`src/design/mhe_pkg.sv`:
```
// ----------------------------------------------------------------------------
// mhe_pkg
// Shared widths, request codes and status codes of the max-heap engine.
// ----------------------------------------------------------------------------
package mhe_pkg;

  localparam int DATA_W       = 32;
  localparam int REQ_W        = 2;
  localparam int STATUS_W     = 2;
  localparam int COUNT_W      = 7;
  localparam int DEF_CAPACITY = 64;

  typedef logic [REQ_W-1:0]    req_t;
  typedef logic [STATUS_W-1:0] status_t;

  localparam req_t REQ_INSERT = 2'd0;
  localparam req_t REQ_REMOVE = 2'd1;
  localparam req_t REQ_SORT   = 2'd2;
  localparam req_t REQ_DUMP   = 2'd3;

  localparam status_t ST_OK      = 2'd0;
  localparam status_t ST_FULL    = 2'd1;
  localparam status_t ST_MISSING = 2'd2;
  localparam status_t ST_EMPTY   = 2'd3;

endpackage

```
`src/design/mhe_if.sv`:
```
// ----------------------------------------------------------------------------
// mhe channel interfaces
// Request and response channels with valid/ready handshake.
// ----------------------------------------------------------------------------
interface mhe_req_if
  import mhe_pkg::*;
();
  logic                     valid;
  logic                     ready;
  req_t                     req_type;
  logic signed [DATA_W-1:0] value;

  modport source (output valid, req_type, value, input ready);
  modport sink   (input valid, req_type, value, output ready);
endinterface

interface mhe_rsp_if
  import mhe_pkg::*;
();
  logic                     valid;
  logic                     ready;
  logic signed [DATA_W-1:0] out_value;
  status_t                  status;
  logic                     last;
  logic [COUNT_W-1:0]       count;

  modport source (output valid, out_value, status, last, count, input ready);
  modport sink   (input valid, out_value, status, last, count, output ready);
endinterface

```
`src/design/max_heap_engine.sv`:
```
// ----------------------------------------------------------------------------
// max_heap_engine
// Binary max-heap of signed 32-bit values in one synchronous memory, with
// insert, remove-first-match, heapsort readout and dump.
// ----------------------------------------------------------------------------
// Usage:
//   req  : request channel (req_type, value). A transfer is taken only while
//          the engine is idle; one request is worked at a time.
//   rsp  : response channel (out_value, status, last, count). Insert and
//          remove give one transfer; sort and dump give one per held entry,
//          or one transfer with status empty when the heap is empty.
// Timing: every memory read is registered, so each heap level walked takes
//   a read state and a compare state on sift-up, and a left-read, a
//   right-read and a compare state on sift-down. Every emitted entry of sort
//   or dump takes a read state and an output state, which waits for a free
//   output register. The single read port of the memory sets this pacing.
// Reset: the entry count clears at once; the store is not cleared, since
//   only entries written since reset are ever used.
// Stall: a result sits in the output register until rsp.ready; the engine
//   waits only to load its next result, and accepts the next request once
//   its own work is done.
module max_heap_engine
  import mhe_pkg::*;
#(
  parameter int CAPACITY = DEF_CAPACITY
) (
  input logic         clk,
  input logic         rst,
  mhe_req_if.sink     req,
  mhe_rsp_if.source   rsp
);

  localparam int AW = (CAPACITY > 1) ? $clog2(CAPACITY) : 1;
  localparam int CW = $clog2(CAPACITY + 1);
  localparam int LW = AW + 2;

  localparam logic [4:0] S_IDLE   = 5'd0;
  localparam logic [4:0] S_RESP   = 5'd1;
  localparam logic [4:0] S_SU_RD  = 5'd2;
  localparam logic [4:0] S_SU_CMP = 5'd3;
  localparam logic [4:0] S_WR_FIN = 5'd4;
  localparam logic [4:0] S_SR_RD  = 5'd5;
  localparam logic [4:0] S_SR_CMP = 5'd6;
  localparam logic [4:0] S_RM_RDL = 5'd7;
  localparam logic [4:0] S_RM_GET = 5'd8;
  localparam logic [4:0] S_SD_CHK = 5'd9;
  localparam logic [4:0] S_SD_RR  = 5'd10;
  localparam logic [4:0] S_SD_CMP = 5'd11;
  localparam logic [4:0] S_SO_RD0 = 5'd12;
  localparam logic [4:0] S_SO_RDE = 5'd13;
  localparam logic [4:0] S_SO_SW  = 5'd14;
  localparam logic [4:0] S_SO_NXT = 5'd15;
  localparam logic [4:0] S_EM_RD  = 5'd16;
  localparam logic [4:0] S_EM_OUT = 5'd17;

  // Heap storage
  logic [DATA_W-1:0] heap_store [CAPACITY];
  logic [DATA_W-1:0] rd_data;
  logic [AW-1:0]     rd_addr;
  logic              wr_en;
  logic [AW-1:0]     wr_addr;
  logic [DATA_W-1:0] wr_data;

  // Control and working registers
  logic [4:0]               state;
  req_t                     op;
  logic [CW-1:0]            cnt;
  logic [AW-1:0]            idx;
  logic signed [DATA_W-1:0] val;
  logic [DATA_W-1:0]        lval;
  logic [DATA_W-1:0]        top;
  logic [CW-1:0]            lim;
  logic [AW-1:0]            endi;
  logic [CW-1:0]            em_n;
  logic                     first;
  status_t                  rsp_status;

  // Output register
  logic                     out_valid;
  logic signed [DATA_W-1:0] out_value;
  status_t                  out_status;
  logic                     out_last;
  logic [COUNT_W-1:0]       out_count;
  logic                     out_free;
  logic                     out_load;

  // Derived indexes
  logic [AW-1:0] parent;
  logic [LW-1:0] lchild;
  logic [LW-1:0] rchild;
  logic [LW-1:0] lim_x;
  logic          l_in;
  logic          r_in;
  logic          l_up;
  logic          r_up;
  logic          em_last;

  assign parent  = (idx - AW'(1)) >> 1;
  assign lchild  = {1'b0, idx, 1'b1};
  assign rchild  = lchild + LW'(1);
  assign lim_x   = LW'(lim);
  assign l_in    = lchild < lim_x;
  assign r_in    = rchild < lim_x;
  assign l_up    = $signed(lval) > val;
  assign r_up    = r_in && ($signed(rd_data) > (l_up ? $signed(lval) : val));
  assign em_last = (CW'(idx) + CW'(1)) == em_n;
  assign out_free = !out_valid || rsp.ready;
  assign out_load = out_free && ((state == S_RESP) || (state == S_EM_OUT));

  assign req.ready     = (state == S_IDLE);
  assign rsp.valid     = out_valid;
  assign rsp.out_value = out_value;
  assign rsp.status    = out_status;
  assign rsp.last      = out_last;
  assign rsp.count     = out_count;

  // Select the read address
  always_comb begin
    case (state)
      S_SU_RD:  rd_addr = parent;
      S_SR_RD:  rd_addr = idx;
      S_RM_RDL: rd_addr = AW'(cnt);
      S_SD_CHK: rd_addr = lchild[AW-1:0];
      S_SD_RR:  rd_addr = rchild[AW-1:0];
      S_SO_RD0: rd_addr = '0;
      S_SO_RDE: rd_addr = endi;
      default:  rd_addr = idx;
    endcase
  end

  // Select the write
  always_comb begin
    wr_en   = 1'b0;
    wr_addr = idx;
    wr_data = val;
    case (state)
      S_SU_CMP: begin
        wr_en   = val > $signed(rd_data);
        wr_data = rd_data;
      end
      S_WR_FIN: wr_en = 1'b1;
      S_SD_CMP: begin
        wr_en   = l_up || r_up;
        wr_data = r_up ? rd_data : lval;
      end
      S_SO_SW: begin
        wr_en   = 1'b1;
        wr_addr = endi;
        wr_data = top;
      end
      default: wr_en = 1'b0;
    endcase
  end

  // Memory: one write, one registered read per cycle
  always_ff @(posedge clk) begin
    if (wr_en) begin
      heap_store[wr_addr] <= wr_data;
    end
    rd_data <= heap_store[rd_addr];
  end

  // Sequencer
  always_ff @(posedge clk) begin
    if (rst) begin
      state <= S_IDLE;
      cnt   <= '0;
      first <= 1'b0;
    end else begin
      case (state)
        S_IDLE: begin
          if (req.valid) begin
            op  <= req.req_type;
            val <= req.value;
            idx <= '0;
            case (req.req_type)
              REQ_INSERT: begin
                if (cnt == CW'(CAPACITY)) begin
                  rsp_status <= ST_FULL;
                  state      <= S_RESP;
                end else begin
                  rsp_status <= ST_OK;
                  idx        <= AW'(cnt);
                  cnt        <= cnt + CW'(1);
                  first      <= 1'b0;
                  state      <= (cnt == '0) ? S_WR_FIN : S_SU_RD;
                end
              end
              REQ_REMOVE: begin
                if (cnt == '0) begin
                  rsp_status <= ST_MISSING;
                  state      <= S_RESP;
                end else begin
                  rsp_status <= ST_OK;
                  state      <= S_SR_RD;
                end
              end
              default: begin
                if (cnt == '0) begin
                  rsp_status <= ST_EMPTY;
                  state      <= S_RESP;
                end else begin
                  em_n <= cnt;
                  endi <= AW'(cnt - CW'(1));
                  if (req.req_type == REQ_SORT) begin
                    cnt   <= '0;
                    state <= (cnt == CW'(1)) ? S_EM_RD : S_SO_RD0;
                  end else begin
                    state <= S_EM_RD;
                  end
                end
              end
            endcase
          end
        end

        // Walk toward the root, moving smaller parents down
        S_SU_RD: state <= S_SU_CMP;
        S_SU_CMP: begin
          if (val > $signed(rd_data)) begin
            idx   <= parent;
            first <= 1'b0;
            state <= (parent == '0) ? S_WR_FIN : S_SU_RD;
          end else if (first) begin
            first <= 1'b0;
            state <= S_SD_CHK;
          end else begin
            state <= S_WR_FIN;
          end
        end

        // Drop the moving value into its hole
        S_WR_FIN: state <= (op == REQ_SORT) ? S_SO_NXT : S_RESP;

        // Search in index order for the first match
        S_SR_RD: state <= S_SR_CMP;
        S_SR_CMP: begin
          if ($signed(rd_data) == val) begin
            cnt   <= cnt - CW'(1);
            state <= (CW'(idx) == cnt - CW'(1)) ? S_RESP : S_RM_RDL;
          end else if (CW'(idx) + CW'(1) == cnt) begin
            rsp_status <= ST_MISSING;
            state      <= S_RESP;
          end else begin
            idx   <= idx + AW'(1);
            state <= S_SR_RD;
          end
        end

        // Fetch the last entry to refill the hole
        S_RM_RDL: state <= S_RM_GET;
        S_RM_GET: begin
          val <= rd_data;
          lim <= cnt;
          if (idx != '0) begin
            first <= 1'b1;
            state <= S_SU_RD;
          end else begin
            state <= S_SD_CHK;
          end
        end

        // Walk toward the leaves, moving the larger child up
        S_SD_CHK: state <= l_in ? S_SD_RR : S_WR_FIN;
        S_SD_RR: begin
          lval  <= rd_data;
          state <= S_SD_CMP;
        end
        S_SD_CMP: begin
          if (r_up) begin
            idx   <= rchild[AW-1:0];
            state <= S_SD_CHK;
          end else if (l_up) begin
            idx   <= lchild[AW-1:0];
            state <= S_SD_CHK;
          end else begin
            state <= S_WR_FIN;
          end
        end

        // Heapsort: swap root with the end, sift the end value down
        S_SO_RD0: state <= S_SO_RDE;
        S_SO_RDE: begin
          top   <= rd_data;
          state <= S_SO_SW;
        end
        S_SO_SW: begin
          val   <= rd_data;
          idx   <= '0;
          lim   <= CW'(endi);
          state <= S_SD_CHK;
        end
        S_SO_NXT: begin
          if (endi == AW'(1)) begin
            idx   <= '0;
            state <= S_EM_RD;
          end else begin
            endi  <= endi - AW'(1);
            state <= S_SO_RD0;
          end
        end

        // Emit entries in index order
        S_EM_RD: state <= S_EM_OUT;
        S_EM_OUT: begin
          if (out_free) begin
            if (em_last) begin
              state <= S_IDLE;
            end else begin
              idx   <= idx + AW'(1);
              state <= S_EM_RD;
            end
          end
        end

        S_RESP: begin
          if (out_free) begin
            state <= S_IDLE;
          end
        end

        default: state <= S_IDLE;
      endcase
    end
  end

  // Output register: load when free, drop after transfer
  always_ff @(posedge clk) begin
    if (rst) begin
      out_valid <= 1'b0;
    end else if (out_load) begin
      out_valid <= 1'b1;
    end else if (rsp.ready) begin
      out_valid <= 1'b0;
    end
  end

  always_ff @(posedge clk) begin
    if (out_load) begin
      out_count <= COUNT_W'(cnt);
      if (state == S_EM_OUT) begin
        out_value  <= rd_data;
        out_status <= ST_OK;
        out_last   <= em_last;
      end else begin
        out_value  <= '0;
        out_status <= rsp_status;
        out_last   <= 1'b1;
      end
    end
  end

  // Checks
  a_cnt_bound: assert property (@(posedge clk) disable iff (rst)
    cnt <= CW'(CAPACITY))
    else $error("entry count above capacity");

  a_busy_after_req: assert property (@(posedge clk) disable iff (rst)
    (req.valid && req.ready) |=> (state != S_IDLE))
    else $error("request taken without work");

  a_no_overwrite: assert property (@(posedge clk) disable iff (rst)
    out_load |-> !(out_valid && !rsp.ready))
    else $error("pending result overwritten");

endmodule
```
`src/flat_wrapper.sv`:
```
// flat-port wrapper written by rule: the top's interface ports become plain ports
module max_heap_engine_flat import mhe_pkg::*;
#(
  parameter int CAPACITY = DEF_CAPACITY
)
  (clk, rst, req_valid, req_req_type, req_value, req_ready, rsp_valid, rsp_out_value, rsp_status, rsp_last, rsp_count, rsp_ready);
  mhe_req_if req_i ();
  mhe_rsp_if rsp_i ();
  input logic clk;
  input logic rst;
  input wire logic [$bits(req_i.valid)-1:0] req_valid;
  input wire logic [$bits(req_i.req_type)-1:0] req_req_type;
  input wire logic [$bits(req_i.value)-1:0] req_value;
  output wire logic [$bits(req_i.ready)-1:0] req_ready;
  output wire logic [$bits(rsp_i.valid)-1:0] rsp_valid;
  output wire logic [$bits(rsp_i.out_value)-1:0] rsp_out_value;
  output wire logic [$bits(rsp_i.status)-1:0] rsp_status;
  output wire logic [$bits(rsp_i.last)-1:0] rsp_last;
  output wire logic [$bits(rsp_i.count)-1:0] rsp_count;
  input wire logic [$bits(rsp_i.ready)-1:0] rsp_ready;
  assign req_i.valid = req_valid;
  assign req_i.req_type = req_req_type;
  assign req_i.value = req_value;
  assign req_ready = req_i.ready;
  assign rsp_valid = rsp_i.valid;
  assign rsp_out_value = rsp_i.out_value;
  assign rsp_status = rsp_i.status;
  assign rsp_last = rsp_i.last;
  assign rsp_count = rsp_i.count;
  assign rsp_i.ready = rsp_ready;
  max_heap_engine #(.CAPACITY(CAPACITY)) u_core (.clk(clk), .rst(rst), .req(req_i), .rsp(rsp_i));
endmodule
```
`config.mk`:
```
export PLATFORM = sky130hd
export DESIGN_NAME = max_heap_engine_flat
export DESIGN_NICKNAME = d
export VERILOG_FILES = /design/src/design/mhe_pkg.sv /design/src/design/mhe_if.sv /design/src/design/max_heap_engine.sv /design/src/flat_wrapper.sv
export SDC_FILE = /design/constraint.sdc
export NUM_CORES = 2
export LEC_CHECK = 0
export ABC_AREA = 1
export BUFFER_PORTS_ARGS = -buffer_cell sky130_fd_sc_hd__buf_4
export CAP_MARGIN = 40
export CORE_MARGIN = 2
export CORE_UTILIZATION = 60
export CTS_BUF_LIST = sky130_fd_sc_hd__clkbuf_8
export DETAILED_ROUTE_END_ITERATION = 7
export PLACE_DENSITY = 0.76
export REMOVE_ABC_BUFFERS = 1
export SLEW_MARGIN = 30
export SYNTH_ARGS = -nofsm -noshare
export SYNTH_HDL_FRONTEND = slang
export SYNTH_SLANG_ARGS = --single-unit
```
`constraint.sdc`:
```
create_clock -name clk -period 14.4 [get_ports clk]
set_input_delay 2.88 -clock clk [delete_from_list [all_inputs] [get_ports clk]]
set_output_delay 2.88 -clock clk [all_outputs]
set_load 0.01 [all_outputs]
```
Yosys cells after proc, flatten, opt, wreduce, memory -nomap -nowiden
Memory sizes are Yosys's and may differ from the RTL's. A register that Yosys moved wholly into a read port is not among the register bits.
Index checks and enable logic that the tools add are counted.
{ "op_classes": {"addsub": 7, "n_mul": 0, "div_mod_pow": 0, "magnitude_cmp": 5, "eq_ne": 49, "n_shift": 0, "n_mux": 74, "bitwise": 3, "reduce_logical": 33} }
{ "ops": {"columns": ["op", "count"], "rows": [
  ["$gt 32x32->1", 3],
  ["$mux 32", 3],
  ["$mux 6", 16],
  ["$pmux 32 s3", 1],
  ["$pmux 5 s18", 1],
  ["$pmux 32 s2", 1],
  ["$mux 5", 12],
  ["$pmux 6 s7", 1],
  ["$pmux 7 s2", 3],
  ["$eq 5x4->1 const B", 8],
  ["$pmux 6 s6", 1],
  ["$mux 7", 5],
  ["$eq 32x32->1", 1],
  ["$eq 5x3->1 const B", 4],
  ["$mux 4", 5],
  ["$ne 2x2->1 const B", 9],
  ["$ne 2x1->1 const B", 8],
  ["$mux 3", 5],
  ["$eq 7x7->1", 2],
  ["$pmux 6 s2", 1],
  ["$reduce_and 6->1", 2],
  ["$sub 6x1->6 const B", 2],
  ["$eq 5x2->1 const B", 2],
  ["$eq 5x5->1 const B", 2],
  ["40 further kinds", 73]
]} }
{ "word_totals": {"ff_bits": 182, "latch_bits": 0, "ramBits": 2048, "rom_bits": 0, "inputBits": 38, "output_inout_bits": 44, "wordCells": 189, "memories": 1} }
{ "mem_list": {"columns": ["name", "words", "word_bits", "read_ports", "rd_ports_with_merged_regs", "wr", "line", "rtl"], "rows": [
  ["u_core.heap_store", 64, 32, 1, 1, 1, "max_heap_engine.sv:57", "logic [DATA_W-1:0] heap_store [CAPACITY];"]
]} }

Depth between registers and ports, before layout
{ "logic_depth": {"ltp_word": 8, "depth_mapped": 38, "ltp_nobuf": 37} }

Worst setup path after synthesis
Ideal clock, no wire load.
{ "synth_timing": {"path_kind": "reg-to-reg", "startpoint": "register u_core.lval[31]", "endpoint": "memory u_core.heap_store[48][0], enable pin", "setup_ns": 0.421, "t_arrival_ns": 4.990, "t_required_ns": 13.979, "slack_ns": 8.988, "path_stages_with_launch": 26, "path_buffers": 3, "period_less_slack_ns": 5.412, "cell_sequence": "edfxtp_1 ha_1 a21oi_1 o21a_1 nand2_1 a21oi_1 nand3_1 nand3_1 clkbuf_1 buf_1 nand2_1 o21ai_0 ha_1 a21oi_1 o21a_1 nand2_1 a21oi_1 nand2_1 nand2_1 nand3_1 nand2_1 a21oi_1 nand3_1 buf_2 nand2_1 nor2_1"} }
{ "synth_via": {"elab_chain_cells": 8} }
{ "synth_rtl": {"columns": ["item", "line", "rtl"], "rows": [
  ["from (decl)", "max_heap_engine.sv:70", "logic [DATA_W-1:0] lval;"],
  ["from (signal assigned)", "max_heap_engine.sv:266", "lval <= rd_data;"],
  ["$gt 32x32->1", "max_heap_engine.sv:104", "assign l_up = $signed(lval) > val;"],
  ["$mux 32", "max_heap_engine.sv:105", "assign r_up = r_in && ($signed(rd_data) > (l_up ? $signed(lval) : val));"],
  ["$gt 32x32->1", "max_heap_engine.sv:105", null],
  ["$logic_and 1x1->1", "max_heap_engine.sv:105", null],
  ["$logic_or 1x1->1 *", "max_heap_engine.sv:143", "wr_en = l_up || r_up;"],
  ["$pmux 1 s3 *", "max_heap_engine.sv:136", "case (state)"],
  ["$mux 1 *", "max_heap_engine.sv:157", "if (wr_en) begin"],
  ["$mux 1 (implied by the code) *", "max_heap_engine.sv:158", "heap_store[wr_addr] <= wr_data;"],
  ["to (decl)", "max_heap_engine.sv:57", null]
]} }
Mark *: on every way between the ends. The rest lies on a longest branch, timed or not.

Worst setup path in the final report
{ "layout_timing": {"startpoint": "register u_core.idx[0]", "endpoint": "register u_core.rd_data[30], read port of u_core.heap_store"} }
{ "layout_via": {"elab_chain_cells": 2, "word_cells_on_any_way": 3, "cone_classes": "add/sub: 2; mux: 1"} }
{ "layout_rtl": {"columns": ["item", "line", "rtl"], "rows": [
  ["from (decl)", "max_heap_engine.sv:68", "logic [AW-1:0] idx;"],
  ["from (signal assigned)", "max_heap_engine.sv:183", "idx <= AW'(cnt);"],
  ["from (signal assigned)", "max_heap_engine.sv:221", "idx <= parent;"],
  ["from (signal assigned)", "max_heap_engine.sv:245", "idx <= idx + AW'(1);"],
  ["$add 7x1->8 / $sub 6x1->6 (equally long branches)", "max_heap_engine.sv:100, max_heap_engine.sv:98", null],
  ["$pmux 6 s6 *", "max_heap_engine.sv:119", "case (state)"],
  ["to (decl)", "max_heap_engine.sv:58", "logic [DATA_W-1:0] rd_data;"]
]} }
Marked as above.
A chain may end at the register's enable or synchronous reset.

==> impl_metrics.ini <==
[worst_setup_path]
critPathMaxFanout = 155
required_ns = 15.35
slowest_delay_ns = 0.75
start_kind = flop
regToRegSetupSlack_ns = 7.45
arrival_ns = 7.90
path_buf_inv = 6
worst_setup_path_end_kind = flop
path_cells = inv_1 > ha_1 > inv_1 > nand2_1 > nand2_1 > nor2_1 > nand2_8 > nand2_8 > buf_4 > buf_12 > buf_12 > buf_4 > nand2_1 > nand3_1 > nand3_1 > nand3_1 > nand3_1 > nand3_1 > nand2_1
crit_type = flop to flop
slowest_stage = buf_4
path_common_cell = nand3_1
crit_family = simple AND/OR/NAND/NOR gates

[global_route]
grt_overflow_total = 0
grt.total_usage_pct = 33.4
antenna_found_initial = 11
grt_max_degree = 210
grt_first_pass_wirelength_um = 424000
grt_pass1_vias = 68377

[cts]
cts_hold_buf = 0
cts_resized = 0
cts_tree = yes
htree_levels = 5
clk_pin_slew_worst_paths_ns = 0.07
cts_inserted_buffers = 375
post_cts_buffers = 0
clk_path_buf_depth = 4
cts_root_buffer = clkbuf_8
clock_latency_ns = 1.09
cts.sinks = 2262

[synthesis]
synth_xor_area_share_pct = 0.270
synth_top_family_by_area = simple AND/OR/NAND/NOR gates
syn_area_um2 = 101000
synth_cell_types = 45
yosys.area_share.adder_pct = 1.45
synth_top_cells_by_area = edfxtp_1 (66%), nand3_1 (8.1%), nand2_1 (7.7%)
synthArstFlopShare_pct = 0
synth_edf_count = 2216
synth_cells = 9342
synth.avg_cell_area_um2 = 10.8
ys_ff_latch = 2262
synthMuxAreaShare_pct = 0.00994
synth.largest_area_cell = edfxtp_1
synth_compound_area_share_pct = 3.09
yosys.area.top_type_share_pct = 66.1
ys_warn_count = 0
ys_seq_area_share_pct = 67.0
synthSimpleGateAreaFrac_pct = 21.0
synthFlopType = edfxtp_1

[route]
initialDrtViolationCount = 10258
num_vias = 71550
vias_per_cell = 5.98
ant_nets = 0
drc = 1
dr.pass1.iters = 8
routed_wl_um = 288000
routedWlPerCell_um = 24.0

[sta]
relSlewSlack_pct = 24.8
final.period_utilization_pct = 48.3
max_freq_ghz = 0.144
min_period_ns = 6.95
finClkSkew_ns = 0.0687
slew_viol_final = 0
finalSetupViolations = 0
worst_slew_pin_slew_ns = 1.13
hold_viol = 0
rsz0062_at_grt = no
hold-worst-slack_ns = 0.509

[floorplanning]
fp.dieW_um = 414
die_y_um = 414
pin_count = 82
core-area_um2 = 167000
start_util_pct = 60.3
die-area_um2 = 171000
rows = 150

[finish]
num-nets-final = 9634
area_growth_pct = 11.9
drive_above_1_share_pct = 8.90
fillCellCount = 12043

[power_and_ir_drop]
power_w = 0.0244
peakVddDrop_v = 0.000276
power_density_nw_per_um2 = 217
leakage_nw = 44.8

[run_status]
violations = design-rule violations
outcome = finished, violations left

[placement]
gp_congestion = 0.931
dpl.hpwl_um = 167000
portBuffers = 81

[min_path]
hp-class = flop to flop

[job]
drv_cap = 0
through the flow:
| step | util, % | instance area (um^2) | instances | worst slack [ns] | setup TNS, ns |
|---|---|---|---|---|---|
| after CTS | 67.1 | 112000 | 11935 | 7.57 | 0 |
| after global placement | 62.1 | 104000 | 11209 | 7.46 | 0 |
| final | 67.5 | 113000 | 11968 | 7.45 | 0 |
| after detailed placement | 63.1 | 105000 | 11276 | 7.61 | 0 |
| after floorplan | - | 98300 | 8800 | -13.63 | -434.99 |
| after global routing | 67.5 | 113000 | 11966 | 7.10 | 0 |
area by class of cell:
cell class | count | area, um^2 | area share (%)
tap | 2204 | 2760 | 2.45
clock buffer | 394 | 5420 | 4.81
inverter | 1281 | 4840 | 4.30
antenna | 3 | 7.51 | 0.00666
timing repair buffer | 302 | 3890 | 3.45
multi-input combinational | 5257 | 27000 | 24.0
clock inverter | 265 | 1270 | 1.13
sequential | 2262 | 67500 | 59.9
state kept, by name, indices dropped and copies added, names as in the netlist, 5 cells and up:
signal / count
u_core.endi: 6
u_core.lim: 7
u_core.lval: 32
u_core.cnt: 7
u_core.state: 5
u_core.heap_store: 2048
u_core.rd_data: 32
u_core.rsp.out_value: 32
u_core.idx: 6
u_core.top: 32
u_core.em_n: 7
u_core.val: 32
u_core.rsp.count: 7
synthesized netlist by cell type, types with 36 or more instances:
library cell / instances
nor2_1: 443
nand2_1: 2072
buf_1: 57
nand3b_1: 421
buf_2: 288
clkbuf_1: 188
nand3_1: 1627
o211ai_1: 200
ha_1: 117
edfxtp_1: 2216
dfxtp_1: 46
a21oi_1: 75
o21ai_1: 36
o21ai_0: 92
inv_1: 1267
path summary, 6_finish.rpt:
kind         depth (start not counted)            startpoint                   end
max                                 19         u_core.idx[0]    u_core.rd_data[30]
min                                  2  u_core.rsp_status[1]  u_core.rsp.status[1]
max reg2reg                         19         u_core.idx[0]    u_core.rd_data[30]
min reg2reg                          2  u_core.rsp_status[1]  u_core.rsp.status[1]
power breakdown:
group	switching, W	internal [W]
combinational	0.00815	0.00278
sequential	0.000203	0.00809
clock	0.00252	0.00266
worst reg2reg max path, delay by kind of cell, from the launching register on:
family	cells	cell delay (ns)
buffers and inverters	6	2.72
adders and majority gates	1	0.59
and+or+nand+nor	12	2.90
DFF	1	0.65
cell families (layout without fill, tap and decap cells):
| family | count (synthesis) | after routing |
|---|---|---|
| muxes | 1 | 1 |
| DFF | 2262 | 2262 |
| other | 0 | 3 |
| xor gates and xnor gates | 31 | 31 |
| adders and majority gates | 117 | 117 |
| and+or+nand+nor | 4632 | 4632 |
| AOI/OAI and AO/OA | 476 | 476 |
| buffers and inverters | 1823 | 2242 |
cell usage in the layout, fill, tap and decap left out, types with 46 or more instances in the layout:
master    synthesis  layout
edfxtp_1       2216    2216
nand2_1        2072    2071
nand3_1        1627    1626
inv_1          1267    1382
nand3b_1        421     421
nor2_1          443     395
clkbuf_8          0     394
o211ai_1        200     200
buf_4             9     199
ha_1            117     117
clkinv_1          4      93
o21ai_0          92      89
a21oi_1          75      74
buf_16            0      52
nor2_4            0      46
dfxtp_1          46      46
routing by layer:
layer	wire length, um	part of all wire (%)	global-route usage (%)
met5	0	0	0
met2	131000	46	51.1
met1	107000	37	44.7
met4	16900	5.9	19.9
met3	31800	11	6.40
No activity file was read; power rests on OpenSTA's default activity.
